$ cat src/design/ffs_pkg.sv
// ----------------------------------------------------------------------------
// ffs_pkg
// Shared types and constants of the flag frame splitter.
// ----------------------------------------------------------------------------
`timescale 1ns / 1ps

package ffs_pkg;

  // window depth and length of the skipped leading flag
  localparam int unsigned FLAG_BITS = 8;
  localparam int unsigned PAT_W     = 8;
  localparam int unsigned SKIP_W    = $clog2(FLAG_BITS + 1);
  localparam int unsigned CFG_IDX_W = 1;

  localparam logic [PAT_W-1:0] FLAG_PATTERN_RST = 8'b0111_1110;

  localparam logic [CFG_IDX_W-1:0] REG_FLAG_PATTERN = 1'b0;
  localparam logic [CFG_IDX_W-1:0] REG_SKIP_FLAG    = 1'b1;

  typedef enum logic [1:0] {
    KIND_DATA     = 2'd0,
    KIND_BOUNDARY = 2'd1,
    KIND_END      = 2'd2
  } kind_e;

  typedef struct packed {
    logic bit_in;
    logic message_end;
  } ffs_in_t;

  typedef struct packed {
    kind_e kind;
    logic  bit_out;
    logic  last;
  } ffs_out_t;

  // per-cycle control of one window cell
  typedef struct packed {
    logic shift;
    logic kill;
    logic pop;
  } ffs_cell_ctl_t;

  // pattern limited or zero-extended to the window depth
  function automatic logic [FLAG_BITS-1:0] flag_window(input logic [PAT_W-1:0] pat);
    logic [FLAG_BITS+PAT_W-1:0] ext;
    begin
      ext = {{FLAG_BITS{1'b0}}, pat};
      return ext[FLAG_BITS-1:0];
    end
  endfunction

endpackage

$ cat src/design/ffs_cell.sv
// ----------------------------------------------------------------------------
// ffs_cell
// One bit of the lookahead window: takes the bit of its younger neighbor
// on a shift and reports whether it holds the oldest pending bit.
// ----------------------------------------------------------------------------
`timescale 1ns / 1ps

module ffs_cell (
  input  logic                   clk_i,
  input  logic                   rst_ni,
  input  ffs_pkg::ffs_cell_ctl_t ctl_i,
  input  logic                   prev_bit_i,
  input  logic                   prev_valid_i,
  input  logic                   above_valid_i,
  output logic                   valid_o,
  output logic                   bit_o,
  output logic                   sh_bit_o,
  output logic                   sh_valid_o,
  output logic                   head_o
);
  import ffs_pkg::*;

  logic bit_q, bit_d;
  logic valid_q, valid_d;

  // value after an optional shift, used for the flag compare
  assign sh_bit_o   = ctl_i.shift ? prev_bit_i   : bit_q;
  assign sh_valid_o = ctl_i.shift ? prev_valid_i : valid_q;
  assign head_o     = valid_q & ~above_valid_i;
  assign valid_o    = valid_q;
  assign bit_o      = bit_q;

  always_comb begin
    bit_d   = sh_bit_o;
    valid_d = sh_valid_o;
    if (ctl_i.kill || (ctl_i.pop && head_o)) begin
      valid_d = 1'b0;
    end
  end

  always_ff @(posedge clk_i or negedge rst_ni) begin
    if (!rst_ni) begin
      valid_q <= 1'b0;
    end else begin
      valid_q <= valid_d;
    end
  end

  always_ff @(posedge clk_i) begin
    bit_q <= bit_d;
  end

endmodule

$ cat src/design/ffs_out_buf.sv
// ----------------------------------------------------------------------------
// ffs_out_buf
// Output register with a skid entry, so a new result can be taken while the
// receiver stalls the current one.
// ----------------------------------------------------------------------------
`timescale 1ns / 1ps

module ffs_out_buf (
  input  logic              clk_i,
  input  logic              rst_ni,
  input  logic              push_i,
  input  ffs_pkg::ffs_out_t push_data_i,
  output logic              full_o,
  output logic              out_valid_o,
  input  logic              out_stall_i,
  output ffs_pkg::ffs_out_t out_data_o
);
  import ffs_pkg::*;

  logic     out_valid_q, out_valid_d;
  logic     skid_valid_q, skid_valid_d;
  ffs_out_t out_q, out_d;
  ffs_out_t skid_q, skid_d;
  logic     pop;

  assign pop         = out_valid_q & ~out_stall_i;
  assign full_o      = skid_valid_q;
  assign out_valid_o = out_valid_q;
  assign out_data_o  = out_q;

  always_comb begin
    out_valid_d  = out_valid_q;
    skid_valid_d = skid_valid_q;
    out_d        = out_q;
    skid_d       = skid_q;
    if (skid_valid_q) begin
      if (pop) begin
        out_d        = skid_q;
        skid_valid_d = 1'b0;
      end
    end else if (push_i) begin
      if (out_valid_q && !pop) begin
        skid_d       = push_data_i;
        skid_valid_d = 1'b1;
      end else begin
        out_d       = push_data_i;
        out_valid_d = 1'b1;
      end
    end else if (pop) begin
      out_valid_d = 1'b0;
    end
  end

  always_ff @(posedge clk_i or negedge rst_ni) begin
    if (!rst_ni) begin
      out_valid_q  <= 1'b0;
      skid_valid_q <= 1'b0;
    end else begin
      out_valid_q  <= out_valid_d;
      skid_valid_q <= skid_valid_d;
    end
  end

  always_ff @(posedge clk_i) begin
    out_q  <= out_d;
    skid_q <= skid_d;
  end

endmodule

$ cat src/design/flag_frame_splitter_unit.sv
// ----------------------------------------------------------------------------
// flag_frame_splitter_unit
// Splits a serial bit stream into frames at a flag pattern.
// ----------------------------------------------------------------------------
// Input channel: one stream bit per transfer with a message_end mark.
// Output channel: one result per transfer (data bit, frame boundary or end
// of message), last set on the final result caused by an input bit.
// Config channel: always ready; index 0 is the flag pattern (oldest bit in
// the msb), index 1 enables dropping of the first eight bits of a message.
// The window is a row of cells; each input bit that is not skipped shifts
// it by one, and a full window is matched against the pattern in the same
// cycle. A result is registered in the output buffer, or in its skid entry
// while the receiver stalls, and is shown on out_valid_o from there.
// Throughput: one input bit per cycle while the input is not stalled. After
// a bit marked message_end the input stalls while pending bits and the end
// marker leave through the single output port, one per cycle while the skid
// entry is free. A receiver stall is absorbed by a skid entry; input stalls
// when that entry is occupied or while that flush runs.
// Reset: pattern 01111110, leading flag drop on, window empty, no results
// pending.
// ----------------------------------------------------------------------------
`timescale 1ns / 1ps

module flag_frame_splitter_unit (
  input  logic                             clk_i,
  input  logic                             rst_ni,
  input  logic                             in_valid_i,
  output logic                             in_stall_o,
  input  ffs_pkg::ffs_in_t                 in_data_i,
  output logic                             out_valid_o,
  input  logic                             out_stall_i,
  output ffs_pkg::ffs_out_t                out_data_o,
  input  logic                             cfg_valid_i,
  output logic                             cfg_ready_o,
  input  logic [ffs_pkg::CFG_IDX_W-1:0]    cfg_index_i,
  input  logic [ffs_pkg::PAT_W-1:0]        cfg_data_i
);
  import ffs_pkg::*;

  logic [PAT_W-1:0]  flag_pattern_q;
  logic              skip_flag_q;
  logic [SKIP_W-1:0] skip_cnt_q, skip_cnt_d;
  logic              drain_q, drain_d;

  logic              in_acc;
  logic              skipping;
  logic              shift;
  logic              full;
  logic              match;
  logic              end_done;
  logic              buf_full;
  logic              push;
  ffs_out_t          push_data;

  ffs_cell_ctl_t     ctl   [FLAG_BITS];
  logic [FLAG_BITS-1:0] valid, held_bit, sh_bit, sh_valid, head;
  logic [FLAG_BITS-1:0] prev_bit, prev_valid, above_valid;

  assign cfg_ready_o = 1'b1;
  assign in_stall_o  = buf_full | drain_q;
  assign in_acc      = in_valid_i & ~in_stall_o;
  assign skipping    = skip_flag_q & (skip_cnt_q < SKIP_W'(FLAG_BITS));
  assign shift       = in_acc & ~skipping;
  assign full        = sh_valid[FLAG_BITS-1];
  assign match       = (sh_bit == flag_window(flag_pattern_q));
  // drain finished: window empty, end marker goes out
  assign end_done    = drain_q & ~buf_full & ~(|valid);

  // row of window cells, cell 0 holds the newest bit
  for (genvar k = 0; k < FLAG_BITS; k++) begin : g_cell
    if (k == 0) begin : g_first
      assign prev_bit[k]   = in_data_i.bit_in;
      assign prev_valid[k] = 1'b1;
    end else begin : g_next
      assign prev_bit[k]   = held_bit[k-1];
      assign prev_valid[k] = valid[k-1];
    end
    if (k == FLAG_BITS - 1) begin : g_top
      assign above_valid[k] = 1'b0;
    end else begin : g_below
      assign above_valid[k] = valid[k+1];
    end

    always_comb begin
      ctl[k].shift = shift;
      ctl[k].pop   = drain_q & ~buf_full;
      // the oldest slot never stays occupied after a shift: it is either
      // emitted as data or dropped with a matching flag
      ctl[k].kill  = (shift & full & match) | end_done |
                     ((k == FLAG_BITS - 1) ? shift : 1'b0);
    end

    ffs_cell u_cell (
      .clk_i        (clk_i),
      .rst_ni       (rst_ni),
      .ctl_i        (ctl[k]),
      .prev_bit_i   (prev_bit[k]),
      .prev_valid_i (prev_valid[k]),
      .above_valid_i(above_valid[k]),
      .valid_o      (valid[k]),
      .bit_o        (held_bit[k]),
      .sh_bit_o     (sh_bit[k]),
      .sh_valid_o   (sh_valid[k]),
      .head_o       (head[k])
    );
  end

  // result selection: window output on a transfer, else drain
  always_comb begin
    push              = 1'b0;
    push_data.kind    = KIND_DATA;
    push_data.bit_out = 1'b0;
    push_data.last    = 1'b0;
    if (in_acc) begin
      push           = shift & full;
      push_data.last = ~in_data_i.message_end;
      if (match) begin
        push_data.kind = KIND_BOUNDARY;
      end else begin
        push_data.bit_out = sh_bit[FLAG_BITS-1];
      end
    end else if (drain_q && !buf_full) begin
      push = 1'b1;
      if (|valid) begin
        push_data.bit_out = |(head & sh_bit);
      end else begin
        push_data.kind = KIND_END;
        push_data.last = 1'b1;
      end
    end
  end

  always_comb begin
    skip_cnt_d = skip_cnt_q;
    drain_d    = drain_q;
    if (in_acc && skipping) begin
      skip_cnt_d = skip_cnt_q + SKIP_W'(1);
    end
    if (in_acc && in_data_i.message_end) begin
      drain_d = 1'b1;
    end
    if (end_done) begin
      skip_cnt_d = '0;
      drain_d    = 1'b0;
    end
  end

  always_ff @(posedge clk_i or negedge rst_ni) begin
    if (!rst_ni) begin
      flag_pattern_q <= FLAG_PATTERN_RST;
      skip_flag_q    <= 1'b1;
      skip_cnt_q     <= '0;
      drain_q        <= 1'b0;
    end else begin
      skip_cnt_q <= skip_cnt_d;
      drain_q    <= drain_d;
      if (cfg_valid_i && cfg_ready_o) begin
        case (cfg_index_i)
          REG_FLAG_PATTERN: flag_pattern_q <= cfg_data_i;
          REG_SKIP_FLAG:    skip_flag_q    <= cfg_data_i[0];
          default: ;
        endcase
      end
    end
  end

  ffs_out_buf u_out_buf (
    .clk_i       (clk_i),
    .rst_ni      (rst_ni),
    .push_i      (push),
    .push_data_i (push_data),
    .full_o      (buf_full),
    .out_valid_o (out_valid_o),
    .out_stall_i (out_stall_i),
    .out_data_o  (out_data_o)
  );

endmodule

$ cat config.mk
export PLATFORM = sky130hd
export DESIGN_NAME = flag_frame_splitter_unit
export DESIGN_NICKNAME = d
export VERILOG_FILES = /design/src/design/ffs_pkg.sv /design/src/design/ffs_cell.sv /design/src/design/ffs_out_buf.sv /design/src/design/flag_frame_splitter_unit.sv
export SDC_FILE = /design/constraint.sdc
export NUM_CORES = 1
export LEC_CHECK = 0
export BUFFER_PORTS_ARGS = -buffer_cell sky130_fd_sc_hd__buf_2
export CAP_MARGIN = 20
export CORE_MARGIN = 2
export CORE_UTILIZATION = 55
export CTS_CLUSTER_DIAMETER = 50
export DETAILED_ROUTE_END_ITERATION = 10
export GPL_ROUTABILITY_DRIVEN = 0
export PLACE_DENSITY = 0.76
export RECOVER_POWER = 25
export SLEW_MARGIN = 15
export SYNTH_ARGS = -nofsm -noshare
export SYNTH_HDL_FRONTEND = slang
export SYNTH_SLANG_ARGS = --single-unit
$ cat constraint.sdc
create_clock -name clk_i -period 3.7 [get_ports clk_i]
set_clock_uncertainty 0.15 [all_clocks]
set_input_delay 0.185 -clock clk_i [delete_from_list [all_inputs] [get_ports clk_i]]
set_output_delay 0.185 -clock clk_i [all_outputs]
set_load 0.005 [all_outputs]
## Word-level counts from Yosys, hierarchy flattened

Cells that the tools add are included.

| word-level totals | value |
|---|---|
| logic and storage cells | 155 |
| input port bits | 16 |
| output and inout bits | 7 |
| register bits after elaboration | 40 |

| operators by class | value |
|---|---|
| equal/unequal tests | 4 |
| magnitude comparators | 1 |
| $add $sub $neg | 1 |
| reductions and logical operators | 40 |
| bitwise operators | 33 |
| mux-type cells | 48 |

Operators by type and width:

| operator | number |
|---|---|
| two-way mux 1 bit | 39 |
| two-way mux 4 bit | 8 |
| nonzero test 2 bit | 11 |
| OR reduction 8 bit | 2 |
| AND 1 bit | 15 |
| NOT 1 bit | 14 |
| logical AND 1 bit | 12 |
| AND reduction 3 bit | 3 |
| AND 8 bit | 1 |
| == test 8 bit | 1 |
| logical OR 1 bit | 8 |
| adder 4 x 1 -> 4 bit, second input constant | 1 |
| < comparator 4 bit, second input constant | 1 |
| inequality test 2 bit, second input constant | 2 |
| AND reduction 2 bit | 2 |
| bitwise OR 1 bit | 3 |
| zero test 1 bit | 2 |
| two-way mux 2 bit | 1 |
| inequality test 2 x 1 -> 1 bit, second input constant | 1 |

## Logic depth before layout (Yosys ltp)

| logic depth | value |
|---|---|
| word-level depth | 13 |
| depth in mapped cells | 9 |
| gate-level depth less buffers | 6 |

## Hierarchy

Synthesis repeated with hierarchy kept, for this count alone.

| second synthesis, totals | value |
|---|---|
| cells, all modules | 160 |
| area, all modules | 2021.9 sq um |

By module, submodules not included:

| module | instances | cells each | area each (sq um) | sequential area each (sq um) |
|---|---|---|---|---|
| flag_frame_splitter_unit | 1 | 79 | 850.8 | 359.1 |
| ffs_cell | 8 | 7 | 93.8 | 45.0 |
| ffs_out_buf | 1 | 25 | 420.4 | 290.3 |

## Worst setup path after synthesis

OpenSTA, ideal clock, no wires.

| path | value |
|---|---|
| kind | reg2reg |
| start point | reg u_out_buf.skid_valid_q, in the netlist u_out_buf.full_o |
| end point | reg u_out_buf.out_q, in the netlist u_out_buf.out_data_o[1], data pin |
| path buffers | 2 |
| setup slack | 1.234 ns |
| required time | 3.289 ns |
| stages on the path, launching flop included | 9 |
| library setup time | 0.261 ns |
| arrival time | 2.055 ns |
| path through | dfrtp_1 buf_6 or3b_1 buf_6 o21ai_1 a21oi_1 a2111oi_4 nand3_2 a311o_1 |

RTL lines:

| item | line | text |
|---|---|---|
| start, declared | ffs_out_buf.sv:21 | `logic skid_valid_q, skid_valid_d;` |
| start signal, assigned | ffs_out_buf.sv:60 | `skid_valid_q <= skid_valid_d;` |
| end signal, assigned | ffs_out_buf.sv:65 | `out_q <= out_d;` |
| end, declared | ffs_out_buf.sv:22 | `ffs_out_t out_q, out_d;` |

==> impl_metrics.ini <==
[synth]
synth.avg_cell_area_um2 = 9.66
synth_ff_type = dfrtp_1
synth_area_leaders = dfrtp_1, edfxtp_1, dfstp_2
synthesis.nets = 231
synth_seq_cells = 40
yosys_warnings = 0
synth_common_cells = nand2_1, nor2_1, dfrtp_1
yosysMostFrequentCell = nand2_1
yosys.area.top_type_share_pct = 20.6
yosysSeqAreaShare_pct = 48.8
synth_area_leader_cell = dfrtp_1
netlist_area_um2 = 2070
synth-edff-count = 8
syn_inst = 214
synth_async_sr_flop_share_pct = 60.0
ys_types = 56

[routing]
post-route-drc-count = 0
wl_per_cell_um = 14.2
routed_wl_mm = 4.11
ant_nets = 0
drtPass1Iterations = 4
dr_total_vias = 1619
viasPerCell = 5.60
drt_iter0_drc = 143

[timing]
finalMaxSlewViolations = 0
fmax_mhz = 358
tightest_slew_ns = 1.28
setup_tns_ns = 0
grt_setup_unrepaired = false
setup-violations-final = 0
hold_viol = 0
final.min_clock_period_ns = 2.79
period_share_pct = 75.5
relSlewSlack_pct = 14.4

[floorplanning]
fp-row-count = 22
dieArea_um2 = 4260
die-height_um = 65.3
num_io_pins = 23
core-area_um2 = 3630
die_x_um = 65.3
initial_utilization_pct = 56.9

[critical_path]
reg2reg_from = u_out_buf.full_o$_DFF_PN0_
critPathLaunchType = flop
critPathKind = reg -> reg
crit_path_cell_trace = nor3b_4 > nand2_1 > nor4_1 > a2bb2oi_1 > nand3_2 > a311o_1
cp.arrival_ns = 2.69
cp.required_ns = 3.60
startpoint = u_out_buf.full_o$_DFF_PN0_
r2r_slack_ns = 0.91
cpPeakStageDelay_ns = 0.50
cp-end-kind = flop
cp_max_fo = 12
cp_slowest_cell = dfrtp_1
r2r-end = u_out_buf.out_data_o[1]$_DFFE_PP_
r2r_cells = 6
crit_end = u_out_buf.out_data_o[1]$_DFFE_PP_

[clock_network]
cts_tree = yes
clk-insertion-delay-late_ns = 0.29
cts.repair.resized = 0
clk_pin_slew_ns = 0.07
h-tree-depth = 2
cts_buffers = 5
cts_max_path_buffers = 2
clock_sinks = 40
cts_root_buffer = clkbuf_8
postCtsSetupBuffers = 0
cts_hold_buf = 9

[power]
power.switching_uw = 623
power_density_nw_per_um2 = 708
p_int_uw = 1030
leakagePower_uw = 0.000954
pwr-share-seq_pct = 48.0
ir_drop_v = 0.000380
swShare_pct = 37.6
clkPwrFrac_pct = 16.6
combPwrFrac_pct = 35.4

[global_routing]
grt_pass1_wl_mm = 7.08
grt_pass1_vias = 1559
grt_max_degree = 25
antenna_found_initial = 0
grt-ovfl-total = 0
grt.total_usage_pct = 22.0

[finish]
syn_to_final_growth_pct = 13.2
final_nets = 257
drive_gt1_share_pct = 19.9
num_antenna_cells = 0
fill_cells = 307
finalNonFillerCells = 289

[place]
dp_hpwl_mm = 2.96
io_buffers = 21
place_inst = 272

[hold_path]
hp-class = in -> reg

[outcome]
status = completed

[run]
maxCapViolations = 0
[how the worst min path moves through the flow]
stage | slack, ns | cells past startpoint | from | endpoint
3_5_place_dp | 0.05 | 1 | rst_ni | u_out_buf.out_valid_o$_DFFE_PN0P_
4_1_cts | 0.002 | 3 | out_stall_i | u_out_buf.out_valid_o$_DFFE_PN0P_
3_3_place_gp | 0.05 | 1 | rst_ni | u_out_buf.out_valid_o$_DFFE_PN0P_
2_1_floorplan | -0.26 | 0 | rst_ni | drain_q$_DFFE_PN0P_
5_1_grt | 0.01 | 3 | out_stall_i | u_out_buf.out_valid_o$_DFFE_PN0P_
6_report | 0.007 | 3 | out_stall_i | u_out_buf.out_valid_o$_DFFE_PN0P_
[critical path, delay by kind of cell (launching register included)]
kind | cells | cell delay, ns
DFF | 1 | 0.50
and+or+nand+nor | 4 | 1.26
AOI/OAI and AO/OA | 2 | 0.63
[per-stage QoR]
step	power, uW	hold slack [ns]	util [%]	instance area, um^2	setup WS, ns
4_1_cts	1670	0.00191	64.4	2340	0.927
6_report	1660	0.00740	64.4	2340	0.906
3_3_place_gp	1370	0.0476	59.7	2170	1.02
3_5_place_dp	1380	0.0472	59.7	2170	0.917
2_1_floorplan	1230	-0.261	-	2070	1.23
5_1_grt	1780	0.0107	64.4	2340	0.705
[layout by cell type, fill, tap and decap left out, types with 7 or more instances in the layout]
master and n:
nand3b_1 8, buf_2 20, edfxtp_1 8, o22ai_1 7, nand2_1 23, dfrtp_1 17
dfxtp_1 8, dfstp_2 7, dlygate4sd3_1 9, nor2_1 21, inv_1 8, o21ai_0 15
[power by group through the flow]
stage	registers, uW	clock network [uW]	logic [uW]
floorplan	729	0	501
global placement	794	0	571
detailed placement	801	0	580
CTS	792	285	589
global route	815	300	663
finish	794	276	587
[sequential cells by signal (all words and copies together), names as in the netlist]
register,cells
g_cell.u_cell.bit_o,8
u_out_buf.out_valid_o,1
u_out_buf.full_o,1
drain_q,1
skip_cnt_q,4
flag_pattern_q,8
u_out_buf.out_data_o,4
skip_flag_q,1
u_out_buf.skid_q,4
g_cell.u_cell.valid_o,8
[per-layer routing]
layer  up-vias  wire length (um)  GRT usage [%]
li1        817                 -              -
met1       738              1820           28.1
met2        52              1960           35.8
met3        12               227           4.45
met4         0               104           10.7
met5         -                 0              0
[cells by family (layout without fill, tap and decap cells)]
family | Yosys count | count (layout) | share of synthesized area [%]
AOI/OAI and AO/OA | 47 | 47 | 15.7
buffers and inverters | 19 | 46 | 4.42
muxes | 4 | 4 | 2.18
adders and majority gates | 1 | 1 | 0.605
xor gates and xnor gates | 6 | 6 | 2.54
other | 1 | 1 | 0.181
DFF | 40 | 40 | 48.8
and+or+nand+nor | 96 | 96 | 25.5
[final cells by class]
cell class	count	area (um^2)	share of cell area [%]
Timing Repair Buffer	30	194	8.29
Multi-Input combinational cell	155	966	41.3
Clock buffer	8	80.1	3.42
Sequential cell	40	1010	43.2
Inverter	8	30.0	1.28
Tap cell	48	60.1	2.57
Note: power is estimated with default switching activity, not from simulation.
